File: config.mk
export PLATFORM = sky130hd
export DESIGN_NAME = ternary_weight_dot_accumulator
export DESIGN_NICKNAME = d
export VERILOG_FILES = /design/src/sv/twda_pkg.sv /design/src/sv/twda_lane.sv /design/src/sv/twda_merge.sv /design/src/sv/ternary_weight_dot_accumulator.sv
export SDC_FILE = /design/constraint.sdc
export NUM_CORES = 1
export LEC_CHECK = 0
export BUFFER_PORTS_ARGS = -buffer_cell sky130_fd_sc_hd__clkbuf_2
export CORE_UTILIZATION = 61
export DETAILED_ROUTE_END_ITERATION = 10
export GPL_ROUTABILITY_DRIVEN = 0
export PLACE_DENSITY_LB_ADDON = 0.12
export SYNTH_ARGS = -nofsm -noshare
export SYNTH_HDL_FRONTEND = slang
export SYNTH_SLANG_ARGS = --single-unit
File: constraint.sdc
create_clock -name clk_i -period 3.84 [get_ports clk_i]
set_clock_uncertainty 0.2 [all_clocks]
set_input_delay 0.192 -clock clk_i [delete_from_list [all_inputs] [get_ports clk_i]]
set_output_delay 0.192 -clock clk_i [all_outputs]
set_load 0.05 [all_outputs]
File: src/sv/twda_pkg.sv
package twda_pkg;

  // Lane accumulator and result width, and activation width
  localparam int unsigned SumW = 19;
  localparam int unsigned ActW = 8;

  // Number of lanes that own weight bits in the weight byte, and result fields
  localparam int unsigned CodeLanes = 4;
  localparam int unsigned OutFields = 4;
  localparam int unsigned CodeW     = 2;
  localparam int unsigned WeightW   = CodeLanes * CodeW;

  // Default lane count
  localparam int unsigned DefaultLanes = 4;

  // Ternary weight codes; the two remaining codes both mean zero
  localparam logic [CodeW-1:0] WCodePlus  = 2'b01;
  localparam logic [CodeW-1:0] WCodeMinus = 2'b10;

  typedef logic signed [SumW-1:0] sum_t;
  typedef logic signed [ActW-1:0] act_t;

  // Per-transaction control shared by all lanes
  typedef struct packed {
    logic en;
    logic first;
  } lane_ctrl_t;

  // Control into the result stage
  typedef struct packed {
    logic capture;
    logic stall;
  } out_ctrl_t;

endpackage

File: src/sv/twda_lane.sv
module twda_lane (
  input  logic                        clk_i,
  input  logic                        rst_ni,
  input  twda_pkg::lane_ctrl_t        ctrl_i,
  input  logic [twda_pkg::CodeW-1:0]  code_i,
  input  twda_pkg::act_t              act_i,
  output twda_pkg::sum_t              sum_next_o
);

  twda_pkg::sum_t sum_q, sum_d;
  twda_pkg::sum_t act_ext;
  twda_pkg::sum_t term;
  twda_pkg::sum_t base;

  // Decode the ternary weight into an add, subtract or nothing
  always_comb begin
    act_ext = twda_pkg::sum_t'(act_i);
    unique case (code_i)
      twda_pkg::WCodePlus:  term = act_ext;
      twda_pkg::WCodeMinus: term = -act_ext;
      default:              term = '0;
    endcase
    base  = ctrl_i.first ? '0 : sum_q;
    sum_d = base + term;
  end

  assign sum_next_o = sum_d;

  // Advance the accumulator on each accepted transaction
  always_ff @(posedge clk_i or negedge rst_ni) begin
    if (!rst_ni) begin
      sum_q <= '0;
    end else if (ctrl_i.en) begin
      sum_q <= sum_d;
    end
  end

  a_hold_when_idle: assert property (@(posedge clk_i) disable iff (!rst_ni)
    !ctrl_i.en |=> $stable(sum_q))
    else $error("lane sum moved without a transaction");

endmodule

File: src/sv/twda_merge.sv
module twda_merge #(
  parameter int unsigned Lanes = twda_pkg::DefaultLanes
) (
  input  logic                 clk_i,
  input  logic                 rst_ni,
  input  twda_pkg::out_ctrl_t  ctrl_i,
  input  twda_pkg::sum_t       lane_sum_i [Lanes],
  output logic                 out_valid_o,
  output twda_pkg::sum_t       result_o [twda_pkg::OutFields]
);

  twda_pkg::sum_t res_d [twda_pkg::OutFields];
  twda_pkg::sum_t res_q [twda_pkg::OutFields];
  logic           out_valid_q, out_valid_d;

  // Gather lane sums into the result fields; missing lanes read as zero
  for (genvar g = 0; g < twda_pkg::OutFields; g++) begin : g_field
    if (g < Lanes) begin : g_live
      assign res_d[g] = lane_sum_i[g];
    end else begin : g_absent
      assign res_d[g] = '0;
    end
  end

  // Load the result register on capture, drop valid once it is taken
  always_comb begin
    out_valid_d = out_valid_q;
    if (ctrl_i.capture) begin
      out_valid_d = 1'b1;
    end else if (!ctrl_i.stall) begin
      out_valid_d = 1'b0;
    end
  end

  always_ff @(posedge clk_i or negedge rst_ni) begin
    if (!rst_ni) begin
      out_valid_q <= 1'b0;
    end else begin
      out_valid_q <= out_valid_d;
    end
  end

  always_ff @(posedge clk_i) begin
    if (ctrl_i.capture) begin
      res_q <= res_d;
    end
  end

  assign out_valid_o = out_valid_q;
  assign result_o    = res_q;

  a_no_overwrite: assert property (@(posedge clk_i) disable iff (!rst_ni)
    ctrl_i.capture |-> !(out_valid_q && ctrl_i.stall))
    else $error("result overwritten while still pending");

  a_capture_shows: assert property (@(posedge clk_i) disable iff (!rst_ni)
    ctrl_i.capture |=> out_valid_q)
    else $error("captured result not presented");

  a_taken_clears: assert property (@(posedge clk_i) disable iff (!rst_ni)
    (out_valid_q && !ctrl_i.stall && !ctrl_i.capture) |=> !out_valid_q)
    else $error("result repeated after being taken");

endmodule

File: src/sv/ternary_weight_dot_accumulator.sv
// Channel | Direction | Handshake               | Payload
// input   | in        | in_valid_i / in_stall_o | first_item_i, weight_code_i, activation_i,
//         |           |                         | last_item_i
// output  | out       | out_valid_o/out_stall_i | sum_lane0_o .. sum_lane3_o
//
// One transaction per cycle while the input is not stalled: every lane does one add or subtract per cycle.
// A result appears in the output register in the cycle after its last item is accepted.
// Input stalls only for a last item while the output register holds an untaken
// result; other items keep flowing during output stalls.
// Reset clears all lane sums and the output valid.
module ternary_weight_dot_accumulator #(
  parameter int unsigned Lanes = twda_pkg::DefaultLanes
) (
  input  logic                            clk_i,
  input  logic                            rst_ni,
  input  logic                            in_valid_i,
  output logic                            in_stall_o,
  input  logic                            first_item_i,
  input  logic [twda_pkg::WeightW-1:0]    weight_code_i,
  input  logic signed [twda_pkg::ActW-1:0] activation_i,
  input  logic                            last_item_i,
  output logic                            out_valid_o,
  input  logic                            out_stall_i,
  output logic signed [twda_pkg::SumW-1:0] sum_lane0_o,
  output logic signed [twda_pkg::SumW-1:0] sum_lane1_o,
  output logic signed [twda_pkg::SumW-1:0] sum_lane2_o,
  output logic signed [twda_pkg::SumW-1:0] sum_lane3_o
);

  logic                 in_accept;
  twda_pkg::lane_ctrl_t lane_ctrl;
  twda_pkg::out_ctrl_t  out_ctrl;
  twda_pkg::sum_t       lane_next [Lanes];
  twda_pkg::sum_t       result [twda_pkg::OutFields];

  // Hold a last item only while the pending result cannot move
  assign in_stall_o = out_valid_o && out_stall_i && last_item_i;
  assign in_accept  = in_valid_i && !in_stall_o;

  assign lane_ctrl.en    = in_accept;
  assign lane_ctrl.first = first_item_i;

  assign out_ctrl.capture = in_accept && last_item_i;
  assign out_ctrl.stall   = out_stall_i;

  // Lanes beyond the weight byte see a zero weight
  for (genvar g = 0; g < Lanes; g++) begin : g_lane
    logic [twda_pkg::CodeW-1:0] code;
    if (g < twda_pkg::CodeLanes) begin : g_coded
      assign code = weight_code_i[twda_pkg::CodeW*g +: twda_pkg::CodeW];
    end else begin : g_uncoded
      assign code = '0;
    end

    twda_lane u_lane (
      .clk_i      (clk_i),
      .rst_ni     (rst_ni),
      .ctrl_i     (lane_ctrl),
      .code_i     (code),
      .act_i      (activation_i),
      .sum_next_o (lane_next[g])
    );
  end

  twda_merge #(
    .Lanes (Lanes)
  ) u_merge (
    .clk_i       (clk_i),
    .rst_ni      (rst_ni),
    .ctrl_i      (out_ctrl),
    .lane_sum_i  (lane_next),
    .out_valid_o (out_valid_o),
    .result_o    (result)
  );

  assign sum_lane0_o = result[0];
  assign sum_lane1_o = result[1];
  assign sum_lane2_o = result[2];
  assign sum_lane3_o = result[3];

  a_stall_needs_pending: assert property (@(posedge clk_i) disable iff (!rst_ni)
    in_stall_o |-> (out_valid_o && last_item_i))
    else $error("input stalled with no pending result");

endmodule
==> results of run 1 <==
## path summary, 6_finish.rpt
check | slack [ps] | start | end | cells past startpoint
max | 380 | weight_code_i[6] | g_lane[3].u_lane.sum_q[16] | 15
min | 190 | first_item_i | u_merge.result_o[0] | 3
max reg2reg | 540 | g_lane[3].u_lane.sum_q[0] | g_lane[3].u_lane.sum_q[16] | 12
min reg2reg | 270 | g_lane[2].u_lane.sum_q[1] | g_lane[2].u_lane.sum_q[1] | 2
max in group asynchronous | 2470 | rst_ni | g_lane[1].u_lane.sum_q[0] | 2
min in group asynchronous | 310 | rst_ni | g_lane[1].u_lane.sum_q[13] | 2
## kinds of logic (layout without fill, tap and decap cells)
kind of cell | count (synthesis) | after routing
and+or+nand+nor | 295 | 295
AOI/OAI and AO/OA | 266 | 266
DFF | 153 | 153
buffers and inverters | 90 | 209
adders and majority gates | 87 | 87
xor gates and xnor gates | 71 | 71
muxes | 70 | 70
## metrics by stage
stage	hold WS, ps	setup WS (ps)
after detailed placement	232.3	100.1
after CTS	177.8	463.9
after floorplan	-303.6	92.46
final	192.1	383.3
after global routing	219.5	188.0
after global placement	217.0	169.7
## worst max-delay path: cells and delay by family
family | cells | cell delay [ps]
buffers and inverters | 4 | 440
multiplexers | 1 | 280
AND/OR/NAND/NOR | 2 | 490
adder cells (fa/ha/maj) | 3 | 1040
XOR/XNOR | 1 | 180
AO/OA/AOI/OAI | 4 | 940
## sequential cells by signal, indices dropped and copies added (netlist names)
signal / count
g_lane.u_lane.sum_q: 76
u_merge.out_valid_o: 1
u_merge.result_o: 76
## metal layers
layer	share of wire	track usage	routed length [µm]	up-vias
li1	-	-	-	3931
met1	0.45	0.3784	10710	3940
met2	0.49	0.4788	11570	259
met3	0.050	0.04421	1182	34
met4	0.016	0.09496	392	0
met5	0	0	0	-
## power by group
group | total (W) | internal (W) | switching [W]
sequential | 0.00216 | 0.00206 | 0.000107
clock | 0.00169 | 0.00102 | 0.000668
combinational | 0.00159 | 0.000634 | 0.000959
## placed cells by master, fill, tap and decap left out, drive strengths merged, types with 5 or more instances in the layout
cell	instances
clkbuf	122
a21oi	105
nor2b	84
ha	83
dfrtp	77
edfxtp	76
mux2	69
nor2	65
nand2	64
xnor2	51
o21ai	47
inv	38
buf	38
a22oi	22
a21o	21
xor2	20
nand2b	18
nand3	14
a31oi	12
nor3	10
and3	10
a211oi	9
nand4	7
o21a	6
o21bai	6
o211ai	6
or2	5
and2	5
o31ai	5
## final cells by class
| class | instances | area [µm²] | area share |
|---|---|---|---|
| flip-flops and latches | 153 | 4209 | 0.3573 |
| well taps | 220 | 275.3 | 0.02337 |
| clock inverters | 8 | 95.09 | 0.008072 |
| inverters | 38 | 142.6 | 0.01211 |
| clock buffers | 24 | 491.7 | 0.04174 |
| repair buffers | 139 | 818.3 | 0.06946 |
| multi-input cells | 789 | 5748 | 0.4879 |
## Yosys cell counts, types with 7 or more instances
cell	n	area share
sky130_fd_sc_hd__nor2_1	65	0.024
sky130_fd_sc_hd__nor3_1	10	0.0049
sky130_fd_sc_hd__xnor2_1	51	0.043
sky130_fd_sc_hd__dfrtp_1	77	0.19
sky130_fd_sc_hd__ha_1	83	0.10
sky130_fd_sc_hd__nor2b_1	84	0.051
sky130_fd_sc_hd__nand2b_1	18	0.011
sky130_fd_sc_hd__a22oi_1	22	0.016
sky130_fd_sc_hd__mux2_2	69	0.076
sky130_fd_sc_hd__nand3_1	14	0.0068
sky130_fd_sc_hd__a21o_1	21	0.015
sky130_fd_sc_hd__o21ai_0	46	0.022
sky130_fd_sc_hd__nand4_1	7	0.0043
sky130_fd_sc_hd__and3_1	9	0.0055
sky130_fd_sc_hd__xor2_1	20	0.017
sky130_fd_sc_hd__a21oi_1	105	0.051
sky130_fd_sc_hd__a211oi_1	9	0.0066
sky130_fd_sc_hd__nand2_1	64	0.023
sky130_fd_sc_hd__edfxtp_1	76	0.22
sky130_fd_sc_hd__clkbuf_1	49	0.018
sky130_fd_sc_hd__a31oi_1	12	0.0073
sky130_fd_sc_hd__inv_1	38	0.014
==> key figures, run 1 <==
STA
  • Aggregate negative setup slack: 0 ps
  • Number of pins exceeding their max-slew limit in the final report: 0
  • Unrepaired setup endpoints after global routing: false
  • Minimum clock period: ~3500 ps
  • Highest achievable clock rate: approximately 0.29 GHz
  • Post-route clock period utilization: 0.9002
  • Number of failing setup endpoints in the final timing report: 0
  • Worst-Margin Slew: about 1100 ps
  • Worst relative slew slack: 0.2778
  • Count of endpoints failing hold in the final timing report: 0

Final layout
  • Ant diodes: 0
  • Layout cell share with drive strength beyond 1: 0.2146
  • Total Nets Final: approximately 1200
  • Count of fill cells added during filler insertion: between 1000 and 1500
  • Finished Core Util: 0.7129
  • Post-layout instance area: 0.01178 mm²
  • Area delta synth->final: 14.57%
  • Fin cells: about 1400

Floorplan
  • Chip Width: about 130 µm
  • Die extent in y: between 100 and 150 µm
  • # IOs: 100
  • Overall die area: roughly 0.017 mm²
  • Core ar.: 0.01652 mm²
  • Cell Rows: 47
  • Initial cell density of the core: 0.6222

GRT
  • Wire length of the first global-routing pass: around 40 mm
  • Maximum number of pins on one net before global-route repair: 78
  • Remaining global-route overflow: 0
  • Via count of the first global-routing pass: 7966
  • Initial antenna violation count: 0
  • Overall track demand over capacity in global routing: 0.2853

Yosys
  • Main combinational cell family by area after synthesis: compound AO/OA/AOI/OAI gates
  • Number of instances in the synthesized netlist: ~1000
  • Number of different library cells in the post-synthesis netlist: 59
  • Proportion of synthesized area in mux cells: 0.07654
  • Post-synthesis net count: around 1100
  • Xor/xnor cell area share of the yosys netlist: 0.06048
  • Most frequently used flop master after synthesis: sky130_fd_sc_hd__dfrtp_1
  • Count of yosys warnings during synthesis: 0
  • Adder-Cell Fraction of Synth Area: 0.1088
  • Simple-gate share of the synthesized area: 0.1476
  • Synth Area in Compound Gates: 0.1644
  • Sequential area share after synthesis: 0.4093
  • Register bit count reported by yosys: around 150
  • Post-synthesis cell area: ~0.01 mm²
  • Syn_area_per_cell: 9.964 µm²
  • Fraction of registers with async set or reset after synthesis: 0.5033
  • Number of flops mapped to enable cells by yosys: 76

Run
  • Number of max-cap violations: 0

Power
  • Worst voltage drop across the vdd grid: 332.2 µV
  • Pwr Total: ~0.0054 W
  • Areal power density over the cells: ~460 mW/mm²
  • Leakage power of the design: ~5.4 nW

Worst setup path
  • Cell with the largest stage delay on the worst path: sky130_fd_sc_hd__a2111oi_0
  • Type of element capturing the critical path: register
  • Startpoint types: primary input
  • Cell breakdown of the critical path: clkbuf_2, inv_1, ha_1, nor3_1, ha_1, inv_1, fa_1, nor2b_1, o31a_1, o2111ai_1, a2111oi_0, buf_4, o21ai_0, xnor2_1, mux2_2
  • Critical Path RT: a little under 4000 ps
  • Signal arrival time at the worst endpoint: 3570 ps
  • Type of the worst setup path: primary input to register
  • Largest stage delay on the critical path: about 500 ps
  • Max FO, Critical Path: 3

Placement
  • Placed Cells: 1336
  • Port buffer count: around 100
  • Instance area after placement: roughly 0.011 mm²
  • Placed wire-length estimate after detailed placement: around 16 mm

CTS
  • Largest buffer count on any clock path: 2
  • CTS H-tree depth: 4
  • Clock transition at path regs: ~60 ps
  • Clock tree from TritonCTS: done
  • Clock latency on the worst-skew pair: approximately 430 ps
  • CTS Root Cell: sky130_fd_sc_hd__clkbuf_16
  • Post-CTS Setup Bufs: 0
  • CTS Buf Count: 17
  • Post-CTS Hold Buffers: 3
  • Sink count of the clock tree: around 150
  • Post-CTS resize count: 0

Detailed routing
  • Vias post-DR: 8164
  • Post-route DRC: 0
  • Post-DR wirelength/cell: between 15 and 20 µm
  • DRC violation total after the first TritonRoute iteration: around 600
  • Router iterations before antenna repair: 5
  • Routed via count divided by cell count: between 5 and 6
  • Total Wirelength: 23.85 mm
  • Antenna-violating nets left: 0

Status
  • Run status: complete, no violations

Worst hold path
  • Kind of path behind the tightest hold check: primary input to register
Power figures use the tool's default switching activity.
==> inputs of run 2 (changes only) <==
BUFFER_PORTS_ARGS = -buffer_cell sky130_fd_sc_hd__buf_2   (was -buffer_cell sky130_fd_sc_hd__clkbuf_2)
PLACE_DENSITY = 0.82   (was not set)
PLACE_DENSITY_LB_ADDON = not set   (was 0.12)
==> key figures, run 2 (same netlist as run 1, synthesis figures left out) <==
Status
  • Run status: complete, no violations

Floorplan
  • Core ar.: 0.01652 mm²
  • Die extent in y: approximately 130 µm
  • Overall die area: between 0.015 and 0.02 mm²
  • Cell Rows: 47
  • Initial cell density of the core: 0.6222
  • # IOs: 100
  • Chip Width: 131.8 µm

Placement
  • Placed wire-length estimate after detailed placement: approximately 16 mm
  • Worst slack at placement: 16.24 ps
  • Port buffer count: between 90 and 100

Detailed routing
  • Routed length on met1: 10.26 mm
  • Post-DR wirelength/cell: ~17 µm
  • DR WL met2: between 10 and 15 mm
  • Total Wirelength: between 20 and 25 mm
  • Uppermost layer routed: met5
  • Met3 wirelength from detailed routing: 1.314 mm
  • Vias post-DR: 8177
  • Router iterations before antenna repair: 5
  • Routed via count divided by cell count: between 5 and 6
  • Antenna-violating nets left: 0
  • DRC violation total after the first TritonRoute iteration: roughly 820
  • Post-route DRC: 0

Worst setup path
  • Type of element capturing the critical path: register
  • Number of cells on the worst reg-to-reg path: 11
  • Signal arrival time at the worst endpoint: about 3600 ps
  • Critical Path RT: a little under 4000 ps
  • Type of the worst setup path: primary input to register
  • Startpoint types: primary input
  • Max FO, Critical Path: 7

Power
  • P_int: around 0.0038 W
  • Worst voltage drop across the vdd grid: around 340 µV
  • Sequential cell fraction of total power: 0.394
  • Switching pwr: between 0.0015 and 0.002 W
  • Switching share of power: 0.3180
  • Leakage power of the design: around 5.4 nW
  • Areal power density over the cells: 469.3 mW/mm²
  • Part of the power in combinational logic: 0.287
  • Fraction of power consumed by the clock network: 0.319
  • Pwr Total: approximately 0.0055 W

STA
  • Number of failing setup endpoints in the final timing report: 0
  • Number of pins exceeding their max-slew limit in the final report: 0
  • Aggregate negative setup slack: 0 ps
  • Count of endpoints failing hold in the final timing report: 0
  • Minimum clock period: approximately 3500 ps
  • Unrepaired setup endpoints after global routing: false
  • Worst relative slew slack: 0.2722
  • Highest achievable clock rate: between 0.2 and 0.3 GHz
  • Post-route clock period utilization: 0.9013
  • Worst-Margin Slew: between 1000 and 1500 ps
  • PnR worst setup slack: 379.2 ps

CTS
  • CTS H-tree depth: 4
  • Post-CTS Setup Bufs: 0
  • Sink count of the clock tree: ~150
  • Largest buffer count on any clock path: 2
  • CTS Root Cell: sky130_fd_sc_hd__clkbuf_16
  • Clock transition at path regs: 60 ps
  • CTS Buf Count: 17
  • Clock latency on the worst-skew pair: between 400 and 500 ps
  • Clock tree from TritonCTS: done
  • Post-CTS resize count: 0

GRT
  • Overall track demand over capacity in global routing: 0.2802
  • Maximum number of pins on one net before global-route repair: 80
  • Initial antenna violation count: 2
  • Remaining global-route overflow: 0
  • Wire length of the first global-routing pass: approximately 39 mm
  • Via count of the first global-routing pass: between 7000 and 8000

Final layout
  • Area delta synth->final: 14.24%
  • Layout cell share with drive strength beyond 1: 0.2098
  • Commonest non-fill, non-tap cell in the layout: sky130_fd_sc_hd__a21oi_1
  • Finished Core Util: 0.7108
  • Most frequent cells in the layout: sky130_fd_sc_hd__a21oi_1 (105), sky130_fd_sc_hd__buf_2 (98), sky130_fd_sc_hd__nor2b_1 (84), sky130_fd_sc_hd__ha_1 (83), sky130_fd_sc_hd__dfrtp_1 (77)
  • Count of fill cells added during filler insertion: about 1200
  • Total Nets Final: about 1200

Run
  • Number of max-cap violations: 0

Worst hold path
  • Kind of path behind the tightest hold check: primary input to register
  • Number of cells traversed by the worst hold path: 3
run 2: cell count changes in the layout (fill, tap and decap cells not counted), moves of 2 or more:
| cell | delta |
|---|---|
| sky130_fd_sc_hd__buf_2 | +98 |
| sky130_fd_sc_hd__clkbuf_2 | -98 |
| sky130_fd_sc_hd__buf_4 | -6 |
| sky130_fd_sc_hd__clkinv_2 | -4 |
| sky130_fd_sc_hd__clkinvlp_4 | +2 |
run 2: layout make-up:
class                           count  area, µm²  area share
Clock buffer                       22      474.2     0.04037
Sequential cell                   153       4209      0.3583
Timing Repair Buffer              132      753.2     0.06412
Inverter                           38      142.6     0.01214
Tap cell                          220      275.3     0.02343
Multi-Input combinational cell    789       5748      0.4893
Antenna cell                        1      2.502   0.0002130
Clock inverter                     10      141.4     0.01204
run 2: repair_timing:
| item | 4_1_cts | 5_1_grt |
|---|---|---|
| endpoints found under the setup margin | 0 | 0 |
| hold buffers | 3 | 0 |
| endpoints found under the hold margin | 79 | 0 |
run 2: through the flow:
stage	std cells	hold slack (ps)	cell area [µm²]
after global routing	1365	221.3	11750
after global placement	1329	217.9	11100
after detailed placement	1329	221.7	11100
after floorplan	1032	-303.6	10280
after CTS	1364	203.9	11740
final	1365	216.6	11750
run 2: final timing paths:
kind                                            from                          to  slack, ps
max                                  activation_i[0]  g_lane[0].u_lane.sum_q[17]        380
min                                      last_item_i  g_lane[1].u_lane.sum_q[18]        220
max reg2reg                g_lane[3].u_lane.sum_q[0]  g_lane[3].u_lane.sum_q[16]        530
min reg2reg                g_lane[2].u_lane.sum_q[1]   g_lane[2].u_lane.sum_q[1]        280
max in group asynchronous                     rst_ni  g_lane[1].u_lane.sum_q[12]       2490
min in group asynchronous                     rst_ni  g_lane[0].u_lane.sum_q[13]        290
run 2: power by group through the flow:
| stage | registers, W | logic (W) | clock network (W) |
|---|---|---|---|
| final | 0.00217 | 0.00158 | 0.00176 |
| after global routing | 0.00220 | 0.00172 | 0.00182 |
| after CTS | 0.00217 | 0.00158 | 0.00177 |
| after detailed placement | 0.00220 | 0.00156 | 0 |
| after global placement | 0.00218 | 0.00152 | 0 |
| after floorplan | 0.00241 | 0.000974 | 0 |
run 2: per-layer routing:
metal  vias to the layer above  GRT usage
li1                       3924          -
met1                      3917     0.3654
met2                       288     0.4615
met3                        46    0.04998
met4                         2     0.1182
met5                         -          0
run 2: worst max-delay path: stages:
cell and delay [ps]:
sky130_fd_sc_hd__buf_2 110, sky130_fd_sc_hd__inv_1 140, sky130_fd_sc_hd__ha_1 330, sky130_fd_sc_hd__nand2_1 100, sky130_fd_sc_hd__xor2_1 350, sky130_fd_sc_hd__a22oi_1 120
sky130_fd_sc_hd__nor2_1 150, sky130_fd_sc_hd__ha_1 340, sky130_fd_sc_hd__a2111oi_4 400, sky130_fd_sc_hd__o21ai_2 110, sky130_fd_sc_hd__a41o_1 330, sky130_fd_sc_hd__and3_4 220
sky130_fd_sc_hd__a2111oi_4 290, sky130_fd_sc_hd__xnor2_1 130, sky130_fd_sc_hd__mux2_2 270
==> inputs of run 3 (changes only) <==
CORE_UTILIZATION = 30   (was 61)
PLACE_DENSITY = not set   (was 0.82)
SYNTH_HIERARCHICAL = 1   (was not set)
==> key figures, run 3 <==
Final layout
  • Most frequent cells in the layout: sky130_fd_sc_hd__a21oi_1 (120), sky130_fd_sc_hd__buf_2 (98), sky130_fd_sc_hd__ha_1 (92), sky130_fd_sc_hd__dfrtp_1 (77)
  • Total Nets Final: approximately 1400
  • Area delta synth->final: 17.52%
  • Post-layout instance area: 0.01346 mm²
  • Commonest non-fill, non-tap cell in the layout: sky130_fd_sc_hd__a21oi_1
  • Layout cell share with drive strength beyond 1: 0.2266
  • Count of fill cells added during filler insertion: 3782

STA
  • Worst-Margin Slew: 879.4 ps
  • Highest achievable clock rate: around 0.27 GHz
  • Number of failing setup endpoints in the final timing report: 0
  • Aggregate negative setup slack: 0 ps
  • Count of endpoints failing hold in the final timing report: 0
  • Unrepaired setup endpoints after global routing: false
  • Post-route clock period utilization: 0.9487
  • Worst relative slew slack: 0.4137
  • PnR worst setup slack: about 200 ps
  • Minimum clock period: approximately 3600 ps
  • Number of pins exceeding their max-slew limit in the final report: 0

Worst setup path
  • WP buf/inv: 3
  • Cell breakdown of the critical path: buf_2, inv_1, ha_1, or3b_4, or4b_2, ha_1, nand2b_1, a21oi_1, ha_1, a21oi_1, o21ai_1, and2_1, or3_1, o311ai_2, buf_4
  • Most repeated library cell on the critical path: sky130_fd_sc_hd__ha_1
  • Critical Path RT: roughly 4000 ps
  • CP top delay family: simple AND/OR/NAND/NOR gates
  • Cell with the largest stage delay on the worst path: sky130_fd_sc_hd__or4b_2
  • Startpoint types: primary input
  • Number of cells on the worst reg-to-reg path: 10
  • Total stage count of the critical path: 15
  • Type of element capturing the critical path: register
  • Max FO, Critical Path: 5
  • Type of the worst setup path: primary input to register
  • Largest stage delay on the critical path: between 600 and 700 ps
  • Signal arrival time at the worst endpoint: 3760 ps

Detailed routing
  • Total Wirelength: about 30 mm
  • Post-DR wirelength/cell: roughly 16 µm
  • Vias post-DR: about 9200
  • Antenna-violating nets left: 0
  • Routed via count divided by cell count: ~5.0
  • Router iterations before antenna repair: 5
  • DRC violation total after the first TritonRoute iteration: about 520
  • Post-route DRC: 0

Yosys
  • Portion of synthesized cell area occupied by the leading cell type: 0.1992
  • Top-count cell post-synth: sky130_fd_sc_hd__a21oi_1
  • Number of flops mapped to enable cells by yosys: 76
  • Number of instances in the synthesized netlist: ~1200
  • Fraction of registers with async set or reset after synthesis: 0.5033
  • Ranking of synthesized cells by instance count: sky130_fd_sc_hd__a21oi_1 (121), sky130_fd_sc_hd__ha_1 (92), sky130_fd_sc_hd__dfrtp_1 (77)
  • Syn_area_per_cell: roughly 9.7 µm²
  • Number of different library cells in the post-synthesis netlist: between 60 and 70
  • Biggest area contributors in the synthesized netlist: sky130_fd_sc_hd__edfxtp_1 (20%), sky130_fd_sc_hd__dfrtp_1 (17%), sky130_fd_sc_hd__ha_1 (10%)
  • Sequential area share after synthesis: 0.3674
  • Post-synthesis cell area: approximately 0.011 mm²
  • Most frequently used flop master after synthesis: sky130_fd_sc_hd__dfrtp_1
  • Post-synthesis net count: 1303
  • Count of yosys warnings during synthesis: 6
  • Dominant cell type by area after synthesis: sky130_fd_sc_hd__edfxtp_1
  • Register bit count reported by yosys: roughly 150

GRT
  • Maximum number of pins on one net before global-route repair: 78
  • Via count of the first global-routing pass: between 9000 and 10000
  • Initial antenna violation count: 1
  • Overall track demand over capacity in global routing: 0.1580
  • Wire length of the first global-routing pass: 48.31 mm
  • Remaining global-route overflow: 0

CTS
  • Clock latency on the worst-skew pair: 440 ps
  • CTS H-tree depth: 4
  • CTS Buf Count: 17
  • CTS Root Cell: sky130_fd_sc_hd__clkbuf_16
  • Clock tree from TritonCTS: done
  • Clock transition at path regs: about 70 ps
  • Largest buffer count on any clock path: 2
  • Post-CTS Setup Bufs: 0
  • Sink count of the clock tree: approximately 150

Floorplan
  • # IOs: 100
  • Initial cell density of the core: 0.3048
  • Overall die area: 0.03897 mm²
  • Core ar.: 0.03758 mm²
  • Chip Width: around 200 µm
  • Cell Rows: 71
  • Die extent in y: between 150 and 200 µm

Power
  • Areal power density over the cells: 412.9 mW/mm²
  • Worst voltage drop across the vdd grid: between 200 and 300 µV
  • Leakage power of the design: approximately 6.0 nW

Worst hold path
  • Kind of path behind the tightest hold check: primary input to async pin

Placement
  • Placed wire-length estimate after detailed placement: between 20 and 25 mm
  • Instance area after placement: approximately 0.013 mm²
  • Port buffer count: 99
  • Worst slack at placement: -332.9 ps

Status
  • Run status: complete, no violations

Run
  • Number of max-cap violations: 0
-- run 3: cell count changes after synthesis, sizes merged, moves of 13 or more --
cell	before	now
a21oi	105	131
buf	3	17
clkbuf	49	35
inv	38	67
mux2	69	48
nor3	10	38
o2111ai	2	17
o21ai	47	34
-- run 3: path summary, 6_finish.rpt --
check	slack (ps)	startpoint	endpoint
setup / recovery	200	activation_i[0]	u_merge/result_o[68]
max in group asynchronous	2420	rst_ni	g_lane[1].u_lane/sum_q[11]
hold / removal	210	rst_ni	g_lane[2].u_lane/sum_q[8]
setup reg to reg	800	g_lane[2].u_lane/sum_q[0]	g_lane[2].u_lane/sum_q[14]
hold reg to reg	300	g_lane[1].u_lane/sum_q[10]	g_lane[1].u_lane/sum_q[10]
min in group clk_i	220	in_valid_i	u_merge/result_o[39]
-- run 3: power by group --
group          switching (W)  total (W)  internal, W  leakage (nW)
sequential          0.000105    0.00214      0.00203          1.74
clock               0.000768    0.00177      0.00100         0.272
combinational        0.00100    0.00165     0.000650          4.01
total                0.00188    0.00556      0.00368          6.02
-- run 3: logic make-up (layout without fill, tap and decap cells) --
logic type	Yosys count	count (layout)	synth area share
simple gates	379	379	0.1809
compound gates	320	320	0.1928
flops	153	153	0.3674
buf+inv	122	274	0.05265
fa+ha+maj	96	96	0.1075
xor+xnor	67	67	0.05123
mux	48	48	0.04751
other cells	0	1	0
-- run 3: per-layer routing --
metal | track usage | vias to the layer above | share of wire
met1 | 0.2178 | 4412 | 0.50
met2 | 0.2505 | 168 | 0.45
met3 | 0.02271 | 25 | 0.037
met4 | 0.05713 | 0 | 0.017
li1 | - | 4629 | -
met5 | 0 | - | 0
-- run 3: layout make-up --
type,count,area [µm²],share of cell area
Antenna cell,1,2.502,0.0001859
Clock buffer,20,456.7,0.03392
Clock inverter,12,140.1,0.01041
Inverter,67,251.5,0.01868
Multi-Input combinational cell,910,6676,0.4960
Sequential cell,153,4209,0.3127
Tap cell,511,639.4,0.04749
Timing Repair Buffer,175,1086,0.08068
-- run 3: repair_timing --
item | in CTS | in global routing
hold buffers | 2 | 0
gates resized for setup | 0 | 5
endpoints found under the hold margin | 60 | 0
endpoints found under the setup margin | 0 | 3
-- run 3: stage by stage --
stage	total power [W]	utilization	std cells	hold slack, ps
final	0.005559	0.3582	1849	205.9
after global routing	0.005871	0.3582	1849	261.1
after CTS	0.005630	0.3577	1848	213.7
after detailed placement	0.003815	0.3413	1814	167.4
after global placement	0.003786	0.3413	1814	164.6
after floorplan	0.003371	-	1185	-303.6
-- run 3: worst register-to-register path, cell delays in order, from the launching register on --
cell                        delay (ps)
sky130_fd_sc_hd__dfrtp_1           330
sky130_fd_sc_hd__nor2b_1           130
sky130_fd_sc_hd__ha_1              180
sky130_fd_sc_hd__inv_1              60
sky130_fd_sc_hd__fa_1              430
sky130_fd_sc_hd__nor2b_1           180
sky130_fd_sc_hd__o2111ai_1         170
sky130_fd_sc_hd__a31oi_1           360
sky130_fd_sc_hd__a21oi_2           220
sky130_fd_sc_hd__o2111a_1          280
sky130_fd_sc_hd__or3_1             370
